--- src/kvt_pkg.sv ---
// Package for the key/value table: opcodes, status codes, sequencer states
// and the control bundle that is broadcast along the row of cells. No dependencies.
`default_nettype none

package kvt_pkg;

	localparam int CAPACITY_DEF   = 16;
	localparam int DATA_WIDTH_DEF = 32;
	localparam int KEY_W          = 32;
	localparam int DATA_PORT_W    = 32;

	typedef enum logic [1:0] {
		OP_INSERT = 2'd0,
		OP_DELETE = 2'd1,
		OP_GET    = 2'd2,
		OP_SET    = 2'd3
	} opcode_t;

	typedef enum logic [1:0] {
		ST_OK        = 2'd0,
		ST_PRESENT   = 2'd1,
		ST_NOT_FOUND = 2'd2,
		ST_FULL      = 2'd3
	} status_t;

	typedef enum logic [1:0] {
		S_IDLE,
		S_COMPARE,
		S_COMMIT
	} state_t;

	// broadcast to every cell
	typedef struct packed {
		logic    compare;
		logic    commit;
		opcode_t op;
		logic    any_hit;
	} cell_ctl_t;

endpackage

`default_nettype wire

--- src/kvt_if.sv ---
// Request and response channel interfaces of the key/value table.
// Depends on kvt_pkg for key and port widths.
`default_nettype none

interface kvt_req_if;
	import kvt_pkg::*;
	logic                   valid;
	logic                   ready;
	logic [1:0]             opcode;
	logic signed [KEY_W-1:0] key;
	logic [DATA_PORT_W-1:0] write_data;

	modport source (output valid, output opcode, output key, output write_data, input ready);
	modport sink   (input valid, input opcode, input key, input write_data, output ready);
endinterface

interface kvt_rsp_if;
	import kvt_pkg::*;
	logic                   valid;
	logic                   ready;
	logic [1:0]             status;
	logic                   found;
	logic [DATA_PORT_W-1:0] read_data;

	modport source (output valid, output status, output found, output read_data, input ready);
	modport sink   (input valid, input status, input found, input read_data, output ready);
endinterface

`default_nettype wire

--- src/kvt_cell.sv ---
// One slot of the key/value table: valid mark, key, data, match and claim flags.
// Depends on kvt_pkg; chained to its neighbor through the free-slot ripple.
`default_nettype none

module kvt_cell import kvt_pkg::*; #(
	parameter int DATA_WIDTH = DATA_WIDTH_DEF
) (
	input  wire logic                  clk,
	input  wire logic                  arst_n,
	input  wire cell_ctl_t             ctl,
	input  wire logic [KEY_W-1:0]      key,
	input  wire logic [DATA_WIDTH-1:0] wdata,
	input  wire logic                  taken_in,
	output logic                       taken_out,
	output logic                       hit,
	output logic                       claim,
	output logic [DATA_WIDTH-1:0]      hit_data
);

	logic                  valid_q;
	logic                  match_q;
	logic                  claim_q;
	logic [KEY_W-1:0]      key_q;
	logic [DATA_WIDTH-1:0] data_q;

	// this slot or a lower free slot takes the insert
	assign taken_out = taken_in | ~valid_q;
	assign hit       = match_q;
	assign claim     = claim_q;
	assign hit_data  = match_q ? data_q : '0;

	always_ff @(posedge clk or negedge arst_n) begin
		if (!arst_n) begin
			valid_q <= 1'b0;
			match_q <= 1'b0;
			claim_q <= 1'b0;
		end else if (ctl.compare) begin
			match_q <= valid_q && (key_q == key);
			claim_q <= !valid_q && !taken_in;
		end else if (ctl.commit) begin
			case (ctl.op)
				OP_INSERT: begin
					if (!ctl.any_hit && claim_q) valid_q <= 1'b1;
				end
				OP_DELETE: begin
					if (match_q) valid_q <= 1'b0;
				end
				default: ;
			endcase
		end
	end

	always_ff @(posedge clk) begin
		if (ctl.commit) begin
			case (ctl.op)
				OP_INSERT: begin
					if (!ctl.any_hit && claim_q) begin
						key_q  <= key;
						data_q <= wdata;
					end
				end
				OP_SET: begin
					if (match_q) data_q <= wdata;
				end
				default: ;
			endcase
		end
	end

endmodule

`default_nettype wire

--- src/key_value_table.sv ---
// Top level of the key/value table: request registers, sequencer, row of cells
// and response register. Depends on kvt_pkg, kvt_if (channels) and kvt_cell.
//
//   channel | dir | payload                        | accepted when
//   --------+-----+--------------------------------+---------------------------
//   req     | in  | opcode, key, write_data        | req.valid && req.ready
//   rsp     | out | status, found, read_data       | rsp.valid && rsp.ready
//
// Each request passes through S_COMPARE, which compares the key in every cell at
// once and ripples the free-slot chain, then S_COMMIT, which commits the chosen
// slot and loads the response. The next request is taken in the commit cycle, so
// requests can follow back to back while the response register drains.
// Reset clears all valid marks at once; keys and data are undefined until written.
// A response that is not taken holds the commit cycle, and with it req.ready.
`default_nettype none

module key_value_table import kvt_pkg::*; #(
	parameter int CAPACITY   = CAPACITY_DEF,
	parameter int DATA_WIDTH = DATA_WIDTH_DEF
) (
	input wire logic  clk,
	input wire logic  arst_n,
	kvt_req_if.sink   req,
	kvt_rsp_if.source rsp
);

	// sequencer
	state_t state_q, state_d;
	logic   accept;
	logic   commit_go;

	// request held for the whole operation
	opcode_t               op_q;
	logic [KEY_W-1:0]      key_q;
	logic [DATA_WIDTH-1:0] wdata_q;
	logic [DATA_WIDTH-1:0] wdata_ext;

	// row of cells
	cell_ctl_t             ctl;
	logic [CAPACITY:0]     taken;
	logic [CAPACITY-1:0]   hit;
	logic [CAPACITY-1:0]   claim;
	logic [DATA_WIDTH-1:0] hit_data [CAPACITY];
	logic [DATA_WIDTH-1:0] rd_any;
	logic [DATA_PORT_W-1:0] rd_port;
	logic                  any_hit;
	logic                  full;

	// response register
	logic                   rsp_valid_q;
	status_t                status_q, status_d;
	logic                   found_q;
	logic [DATA_PORT_W-1:0] read_data_q;

	// store only the low DATA_WIDTH bits of the request data; zero-extend it when DATA_WIDTH is wider
	generate
		if (DATA_WIDTH > DATA_PORT_W) begin : g_wide
			assign wdata_ext = {{(DATA_WIDTH - DATA_PORT_W){1'b0}}, req.write_data};
			assign rd_port   = rd_any[DATA_PORT_W-1:0];
		end else if (DATA_WIDTH == DATA_PORT_W) begin : g_same
			assign wdata_ext = req.write_data;
			assign rd_port   = rd_any;
		end else begin : g_narrow
			assign wdata_ext = req.write_data[DATA_WIDTH-1:0];
			assign rd_port   = {{(DATA_PORT_W - DATA_WIDTH){1'b0}}, rd_any};
		end
	endgenerate

	// take a new request when idle or in the cycle that retires the current one
	assign commit_go = (state_q == S_COMMIT) && (!rsp_valid_q || rsp.ready);
	assign req.ready = (state_q == S_IDLE) || commit_go;
	assign accept    = req.valid && req.ready;

	always_ff @(posedge clk or negedge arst_n) begin
		if (!arst_n) begin
			state_q <= S_IDLE;
		end else begin
			state_q <= state_d;
		end
	end

	always_comb begin
		state_d = state_q;
		case (state_q)
			S_IDLE:    if (accept) state_d = S_COMPARE;
			S_COMPARE: state_d = S_COMMIT;
			S_COMMIT: begin
				if (accept) state_d = S_COMPARE;
				else if (commit_go) state_d = S_IDLE;
			end
			default:   state_d = S_IDLE;
		endcase
	end

	// hold the request until it commits
	always_ff @(posedge clk) begin
		if (accept) begin
			op_q    <= opcode_t'(req.opcode);
			key_q   <= req.key;
			wdata_q <= wdata_ext;
		end
	end

	assign ctl.compare = (state_q == S_COMPARE);
	assign ctl.commit  = commit_go;
	assign ctl.op      = op_q;
	assign ctl.any_hit = any_hit;

	// free-slot ripple starts untaken at slot zero
	assign taken[0] = 1'b0;

	generate
		for (genvar i = 0; i < CAPACITY; i++) begin : g_cell
			kvt_cell #(
				.DATA_WIDTH(DATA_WIDTH)
			) u_cell (
				.clk       (clk),
				.arst_n    (arst_n),
				.ctl       (ctl),
				.key       (key_q),
				.wdata     (wdata_q),
				.taken_in  (taken[i]),
				.taken_out (taken[i+1]),
				.hit       (hit[i]),
				.claim     (claim[i]),
				.hit_data  (hit_data[i])
			);
		end
	endgenerate

	// keys are unique, so at most one cell drives nonzero data
	always_comb begin
		rd_any = '0;
		for (int i = 0; i < CAPACITY; i++) begin
			rd_any = rd_any | hit_data[i];
		end
	end

	assign any_hit = |hit;
	assign full    = ~|claim;

	always_comb begin
		case (op_q)
			OP_INSERT: status_d = any_hit ? ST_PRESENT : (full ? ST_FULL : ST_OK);
			default:   status_d = any_hit ? ST_OK : ST_NOT_FOUND;
		endcase
	end

	// load the response on commit, drop it once taken
	always_ff @(posedge clk or negedge arst_n) begin
		if (!arst_n) begin
			rsp_valid_q <= 1'b0;
		end else if (commit_go) begin
			rsp_valid_q <= 1'b1;
		end else if (rsp.ready) begin
			rsp_valid_q <= 1'b0;
		end
	end

	always_ff @(posedge clk) begin
		if (commit_go) begin
			status_q    <= status_d;
			found_q     <= any_hit;
			read_data_q <= (op_q == OP_GET) ? rd_port : '0;
		end
	end

	assign rsp.valid     = rsp_valid_q;
	assign rsp.status    = status_q;
	assign rsp.found     = found_q;
	assign rsp.read_data = read_data_q;

endmodule

`default_nettype wire

--- src/flat_wrapper.sv ---
// flat-port wrapper written by rule: the top's interface ports become plain ports
module key_value_table_flat import kvt_pkg::*;
#(
	parameter int CAPACITY   = CAPACITY_DEF,
	parameter int DATA_WIDTH = DATA_WIDTH_DEF
)
  (clk, arst_n, req_valid, req_opcode, req_key, req_write_data, req_ready, rsp_valid, rsp_status, rsp_found, rsp_read_data, rsp_ready);
  kvt_req_if req_i ();
  kvt_rsp_if rsp_i ();
  input wire logic clk;
  input wire logic arst_n;
  input wire logic [$bits(req_i.valid)-1:0] req_valid;
  input wire logic [$bits(req_i.opcode)-1:0] req_opcode;
  input wire logic [$bits(req_i.key)-1:0] req_key;
  input wire logic [$bits(req_i.write_data)-1:0] req_write_data;
  output wire logic [$bits(req_i.ready)-1:0] req_ready;
  output wire logic [$bits(rsp_i.valid)-1:0] rsp_valid;
  output wire logic [$bits(rsp_i.status)-1:0] rsp_status;
  output wire logic [$bits(rsp_i.found)-1:0] rsp_found;
  output wire logic [$bits(rsp_i.read_data)-1:0] rsp_read_data;
  input wire logic [$bits(rsp_i.ready)-1:0] rsp_ready;
  assign req_i.valid = req_valid;
  assign req_i.opcode = req_opcode;
  assign req_i.key = req_key;
  assign req_i.write_data = req_write_data;
  assign req_ready = req_i.ready;
  assign rsp_valid = rsp_i.valid;
  assign rsp_status = rsp_i.status;
  assign rsp_found = rsp_i.found;
  assign rsp_read_data = rsp_i.read_data;
  assign rsp_i.ready = rsp_ready;
  key_value_table #(.CAPACITY(CAPACITY), .DATA_WIDTH(DATA_WIDTH)) u_core (.clk(clk), .arst_n(arst_n), .req(req_i), .rsp(rsp_i));
endmodule
--- config.mk ---
export PLATFORM = sky130hd
export DESIGN_NAME = key_value_table_flat
export DESIGN_NICKNAME = d
export VERILOG_FILES = /design/src/kvt_pkg.sv /design/src/kvt_if.sv /design/src/kvt_cell.sv /design/src/key_value_table.sv /design/src/flat_wrapper.sv
export SDC_FILE = /design/constraint.sdc
export NUM_CORES = 1
export LEC_CHECK = 0
export BUFFER_PORTS_ARGS = -buffer_cell sky130_fd_sc_hd__buf_2
export CORE_MARGIN = 4
export CORE_UTILIZATION = 55
export CTS_BUF_LIST = sky130_fd_sc_hd__clkbuf_16
export DETAILED_ROUTE_END_ITERATION = 8
export PLACE_DENSITY = 0.71
export SLEW_MARGIN = 20
export SYNTH_ARGS = -nofsm -noshare
export SYNTH_HDL_FRONTEND = slang
export SYNTH_SLANG_ARGS = --single-unit
--- constraint.sdc ---
create_clock -name clk -period 10.8 [get_ports clk]
set_input_delay 0.54 -clock clk [delete_from_list [all_inputs] [get_ports clk]]
set_output_delay 0.54 -clock clk [all_outputs]
set_load 0.02 [all_outputs]
==> flow_summary.toml, run 1 <==
[power]
p_switching_mw = 2.09
power_density_nw_per_um2 = 185
leakage_nw = 17.0
power_frac_comb = 0.048
p_sw_frac = 0.220
pwr-share-seq = 0.550
clkPwrFrac = 0.402
peakVddDrop_mv = 0.164
p_int_mw = 7.42

[global_route]
grt_max_degree = 52
overflow = 0
grt_pass1_vias = 24900
grt_use_total = 0.251
grt_pass1_wl_um = 161000
antenna_found_initial = 3

[placed_design]
hpwlAfterDp_um = 59300
place_area_um2 = 47300
gp_congestion = 0.822
place.port_buffers = 106

[run]
max_cap_viol_count = 0

[detailed_routing]
via_per_inst = 6.19
drtIter0Drc = 2606
wl_met1_um = 44300
drc_errors = 0
vias = 24300
wl_um = 110000
met2_length_um = 53400
highest_layer = "met4"
final_antenna_net_count = 0
wl_per_cell_um = 27.9
met3_length_um = 9320
drtPass1Iterations = 5

[final_layout]
stdcell_area_um2 = 51300
syn_to_final_growth_pct = 13.0
drive_above_1_share = 0.139
n_fill_cell = 5717
diodes = 0
layout_common_cells = "edfxtp_1, xor2_1, xnor2_1, a22oi_1, clkbuf_16"
nNetsFinal = 2844
layout_commonest_cell = "edfxtp_1"

[sta]
worst-slew-pin-transition_ns = 1.08
hold_viol = 1
clock_skew_ns = 0.0669
rsz0062_at_grt = "no"
finalSetupViolCount = 0
period_share = 0.323
fmax_mhz = 286
drv_slew = 0
tns_ns = 0
slew_headroom = 0.278
holdWs_ns = -0.000979
min_period_ns = 3.49

[setup_path]
critPathMaxStageDelay_ns = 0.78
critPathLaunchType = "flip-flop"
critPathRequiredTime_ns = 11.09
crit_slowest_cell = "dfrtp_2"
critPathKind = "flip-flop to flip-flop"
crit_fanout = 36
critPathArrivalTime_ns = 3.78
crit_path_cell_trace = "nor4_1 -> and4_1 -> inv_2 -> o21ai_0 -> nor3b_2 -> buf_4"
end_kind = "flip-flop"

[floorplanning]
die_w_um = 295
die_area_um2 = 87200
fp-row-count = 105
die_height_um = 295
fp.coreArea_um2 = 82000
ioPinCount = 107
initial_core_util = 0.554

[cts]
ctsRootBufferMaster = "clkbuf_16"
cts.sinks = 1176
cts_htree_levels = 3
cts_tree = "done"
clock_latency_ns = 0.71
clk_pin_slew_worst_paths_ns = 0.06
cts_buffers = 115
cts_buffer_depth = 3
post_cts_buffers = 0

[synth]
synth.cell_area_um2 = 45400
synth_nets = 2650
async_flop_share = 0.0434
avgSynthCellArea_um2 = 17.6
syn_inst = 2576
synth_warnings = 0
synth-main-ff-cell = "edfxtp_1"
synth-seq-area-share = 0.772
ys_ff_latch = 1176
synth_cell_types = 46
synth-edff-count = 1125

[outcome]
status = "finished, violations left"
failed_checks = "hold timing"

[min_path]
min_path_type = "input pin to asynchronous set/reset pin"
## sequential cells by signal, summed over array words and instances, names as in the netlist
name and cells:
u_core.wdata_q 32, u_core.g_cell.u_cell.claim 16, u_core.g_cell.u_cell.key_q 512, u_core.g_cell.u_cell.valid_q 16, u_core.op_q 2, u_core.g_cell.u_cell.hit 16
u_core.rsp.status 2, u_core.rsp.valid 1, u_core.g_cell.u_cell.data_q 512, u_core.state_q 2, u_core.key_q 32, u_core.rsp.found 1
u_core.rsp.read_data 32
## synth_stat cells, types with 2 or more instances
cell | count | area share
nor4_1 | 99 | 0.014
a221oi_1 | 64 | 0.012
dfrtp_1 | 51 | 0.028
a22oi_1 | 128 | 0.021
buf_4 | 15 | 0.0025
clkbuf_1 | 43 | 0.0036
xnor2_1 | 163 | 0.031
nand2b_1 | 3 | 0.00041
edfxtp_1 | 1125 | 0.74
nor3b_1 | 13 | 0.0021
inv_1 | 23 | 0.0019
nand3_1 | 84 | 0.0093
nor3_1 | 33 | 0.0036
xor2_1 | 349 | 0.067
o22ai_1 | 3 | 0.00041
nor2_1 | 7 | 0.00058
buf_1 | 15 | 0.0012
a21oi_1 | 5 | 0.00055
ha_1 | 4 | 0.0011
nor2b_1 | 15 | 0.0021
o21ai_0 | 15 | 0.0017
buf_6 | 15 | 0.0037
and2_1 | 4 | 0.00055
o21ai_1 | 11 | 0.0012
o21a_1 | 33 | 0.0055
buf_2 | 61 | 0.0067
nand3b_1 | 2 | 0.00033
nand2_1 | 11 | 0.00091
nand4_1 | 70 | 0.0096
or4_1 | 2 | 0.00033
a22o_1 | 94 | 0.018
o41ai_1 | 2 | 0.00039
## path summary, 6_finish.rpt
path	startpoint	end	slack, ns	cells after the start
setup / recovery	u_core.g_cell[10].u_cell.hit$_DFFE_PN0P_	u_core.g_cell[4].u_cell.data_q[0]$_DFFE_PP_	7.31	6
hold / removal	arst_n	u_core.g_cell[15].u_cell.hit$_DFFE_PN0P_	-0.001	2
setup reg to reg	u_core.g_cell[10].u_cell.hit$_DFFE_PN0P_	u_core.g_cell[4].u_cell.data_q[0]$_DFFE_PP_	7.31	6
hold reg to reg	u_core.key_q[14]$_DFFE_PP_	u_core.g_cell[3].u_cell.key_q[14]$_DFFE_PP_	0.52	0
max in group asynchronous	arst_n	u_core.g_cell[9].u_cell.hit$_DFFE_PN0P_	10.25	2
min in group clk	req_key[14]	u_core.key_q[14]$_DFFE_PP_	0.04	1
## area by class of cell
class / instances / area [µm²] / area share
Clock inverter: 96 / 774 / 0.0151
Sequential cell: 1176 / 35100 / 0.684
Multi-Input combinational cell: 1227 / 9610 / 0.187
Timing Repair Buffer: 226 / 1520 / 0.0296
Inverter: 24 / 90.1 / 0.00176
Tap cell: 1070 / 1340 / 0.0261
Clock buffer: 116 / 2900 / 0.0566
## power groups by stage
stage               registers, mW  logic [mW]  clock network [mW]
finish                       5.23       0.458                3.82
global route                 5.24       0.488                4.09
CTS                          5.23       0.459                3.87
detailed placement           5.32       0.445                   0
global placement             5.31       0.434                   0
floorplan                    5.32       0.237                   0
## stage by stage
stage	hold WS (ns)	setup slack, ns	utilization	instances	total power, mW
3_3_place_gp	0.481	7.33	0.577	3687	5.75
5_1_grt	0.00949	7.23	0.626	3935	9.81
4_1_cts	0.000798	7.33	0.626	3935	9.55
2_1_floorplan	0.244	5.03	-	2576	5.56
6_report	-0.000979	7.31	0.626	3935	9.51
3_5_place_dp	0.502	7.40	0.577	3687	5.77
## per-layer routing
layer | GRT usage | up-vias
li1 | - | 10400
met1 | 0.353 | 12500
met2 | 0.413 | 1227
met3 | 0.0432 | 185
met4 | 0.0681 | 0
met5 | 0 | -
## cell families after synthesis
family,share of synthesized area
AO/OA/AOI/OAI,0.0622
XOR/XNOR,0.0988
buffers and inverters,0.0197
flip-flops,0.772
adder cells (fa/ha/maj),0.00110
AND/OR/NAND/NOR,0.0456
multiplexers,0.000221
## worst max-delay path: cells and delay by family (launching register included)
family / cells / cell delay (ns)
AO/OA/AOI/OAI: 1 / 0.38
AND/OR/NAND/NOR: 3 / 0.93
buffers and inverters: 2 / 0.91
flip-flops: 1 / 0.78
## what timing repair did
action / 4_1_cts / 5_1_grt
hold buffers: 36 / 0
hold endpoints to repair: 36 / 0
gates resized for setup: 0 / 0
Power figures use the tool's default switching activity.
==> run 2, diff against run 1 <==
--- a/config.mk
+++ b/config.mk
@@ -10,7 +10,7 @@
 export CORE_UTILIZATION = 55
 export CTS_BUF_LIST = sky130_fd_sc_hd__clkbuf_16
 export DETAILED_ROUTE_END_ITERATION = 8
-export PLACE_DENSITY = 0.71
+export PLACE_DENSITY = 0.74
 export SLEW_MARGIN = 20
 export SYNTH_ARGS = -nofsm -noshare
 export SYNTH_HDL_FRONTEND = slang
==> constraint.sdc (replaced) <==
create_clock -name clk -period 2.95 [get_ports clk]
set_input_delay 0.1475 -clock clk [delete_from_list [all_inputs] [get_ports clk]]
set_output_delay 0.1475 -clock clk [all_outputs]
set_load 0.02 [all_outputs]
==> run 2 against run 1 <==
Compared with the run above:
- the run now ends clean
- critical path depth unchanged
- non-clock buffer count increased by 91
- final area increased by 3.0%
- critical path type unchanged
- largest power group unchanged
==> flow_summary.toml, run 2 (synthesized netlist as in run 1, its figures left out) <==
[setup_path]
ff2ff_setup_slack_ns = 0.09
critPathArrivalTime_ns = 3.46
regToRegEndpoint = "u_core.g_cell[3].u_cell.hit$_DFFE_PN0P_"
crit_slowest_cell = "nor4_1"
critPathKind = "flip-flop to flip-flop"
r2r-start = "u_core.key_q[9]$_DFFE_PP_"
critPathMostFrequentCell = "nor4_1"
critPathMaxStageDelay_ns = 0.80
critPathRequiredTime_ns = 3.55
critPathLaunchType = "flip-flop"
crit_path_cell_trace = "xor2_1 -> nor4_1 -> nand4_1 -> nor4_1 -> buf_4 -> a22o_1"
crit_fanout = 10
rr_worst_depth = 6
end_kind = "flip-flop"

[power]
power_density_nw_per_um2 = 672
pwr-share-seq = 0.541
leakage_nw = 17.6
p_switching_mw = 7.80
p_sw_frac = 0.220
peakVddDrop_mv = 0.533
clkPwrFrac = 0.408
power_frac_comb = 0.052
p_int_mw = 27.7

[placed_design]
gp_congestion = 0.883
post-place-ws_ns = 0.210
place.port_buffers = 106
hpwlAfterDp_um = 63800
place_area_um2 = 48400
placed_cells_incl_taps = 3745

[global_route]
grt_use_total = 0.265
grt_max_degree = 67
grt_pass1_wl_um = 169000
overflow = 0
grt_pass1_vias = 25600
antenna_found_initial = 2

[cts]
cts_buffers = 114
clock_latency_ns = 0.69
cts_buffer_depth = 3
cts_htree_levels = 3
cts.sinks = 1176
cts_resized = 0
cts_tree = "done"
cts_hold_buf = 69
ctsRootBufferMaster = "clkbuf_16"
post_cts_buffers = 0
clk_pin_slew_worst_paths_ns = 0.07

[final_layout]
stdcell_area_um2 = 52900
drive_above_1_share = 0.159
diodes = 0
layout_commonest_cell = "edfxtp_1"
syn_to_final_growth_pct = 16.5
nNetsFinal = 2934
final_cells = 4027
reg.largest.list = "u_core.g_cell.u_cell.data_q x512, u_core.g_cell.u_cell.key_q x512"
layout_common_cells = "edfxtp_1, xor2_1, xnor2_1, a22oi_1, clkbuf_16"

[floorplanning]
fp.coreArea_um2 = 82000
fp-row-count = 105
die_w_um = 295
initial_core_util = 0.554
die_height_um = 295
die_area_um2 = 87200
ioPinCount = 107

[sta]
finalWorstSetupSlack_ns = 0.0946
finalSetupViolCount = 0
hold_viol = 0
fmax_mhz = 350
clock_skew_ns = 0.0269
worst-slew-pin-transition_ns = 0.987
slew_headroom = 0.342
rsz0062_at_grt = "no"
drv_slew = 0
period_share = 0.968
min_period_ns = 2.86

[run]
max_cap_viol_count = 0

[detailed_routing]
drtPass1Iterations = 6
vias = 25500
via_per_inst = 6.34
wl_per_cell_um = 28.7
drtIter0Drc = 3070
final_antenna_net_count = 0
wl_um = 116000
drc_errors = 0

[outcome]
status = "finished, final reports clean"

[min_path]
min_path_type = "input pin to asynchronous set/reset pin"
[run 2: critical path, delay by kind of cell, from the launching register on]
| kind | cells | cell delay (ns) |
|---|---|---|
| flip-flops | 1 | 0.72 |
| buffers and inverters | 1 | 0.17 |
| AO/OA/AOI/OAI | 1 | 0.14 |
| XOR/XNOR | 1 | 0.28 |
| AND/OR/NAND/NOR | 3 | 1.46 |
[run 2: power groups by stage]
| stage | Combinational, mW | Sequential [mW] | Clock (mW) |
|---|---|---|---|
| floorplan | 0.903 | 19.5 | 0 |
| global placement | 1.71 | 19.5 | 0 |
| detailed placement | 1.75 | 19.5 | 0 |
| CTS | 1.83 | 19.2 | 14.6 |
| global route | 1.95 | 19.2 | 15.4 |
| finish | 1.84 | 19.2 | 14.5 |
[run 2: routing by layer]
metal	vias to the layer above	GRT usage	wire length, µm
li1	10600	-	-
met1	13000	0.373	45200
met2	1625	0.423	54900
met3	251	0.0559	12000
met4	2	0.0800	3520
met5	-	0	13
[run 2: how the worst max path moves through the flow]
stage                         startpoint                                      endpoint  slack [ns]  cells past startpoint
3_5_place_dp   u_core.key_q[9]$_DFFE_PP_       u_core.g_cell[3].u_cell.hit$_DFFE_PN0P_        0.21                      6
6_report       u_core.key_q[9]$_DFFE_PP_       u_core.g_cell[3].u_cell.hit$_DFFE_PN0P_        0.09                      6
4_1_cts        u_core.key_q[9]$_DFFE_PP_       u_core.g_cell[3].u_cell.hit$_DFFE_PN0P_        0.18                      6
3_3_place_gp   u_core.key_q[9]$_DFFE_PP_       u_core.g_cell[3].u_cell.hit$_DFFE_PN0P_        0.17                      6
5_1_grt        u_core.key_q[9]$_DFFE_PP_       u_core.g_cell[3].u_cell.hit$_DFFE_PN0P_        0.07                      6
2_1_floorplan   u_core.op_q[0]$_DFFE_PP_  u_core.g_cell[4].u_cell.data_q[10]$_DFFE_PP_       -0.34                      6
[run 2: area by class of cell]
class,instances,area [µm²]
Clock inverter,97,851
Inverter,24,90.1
Timing Repair Buffer,317,2800
Sequential cell,1176,35100
Tap cell,1070,1340
Fill cell,5481,29100
Multi-Input combinational cell,1227,9810
Clock buffer,116,2900
[run 2: through the flow]
| step | hold WS (ns) | total power [mW] | util | setup TNS [ns] |
|---|---|---|---|---|
| after floorplan | -0.148 | 20.4 | - | -117.99 |
| after global placement | 0.309 | 21.2 | 0.591 | 0 |
| after detailed placement | 0.326 | 21.3 | 0.591 | 0 |
| after CTS | 0.136 | 35.6 | 0.645 | 0 |
| after global routing | 0.157 | 36.6 | 0.645 | 0 |
| final | 0.159 | 35.5 | 0.645 | 0 |
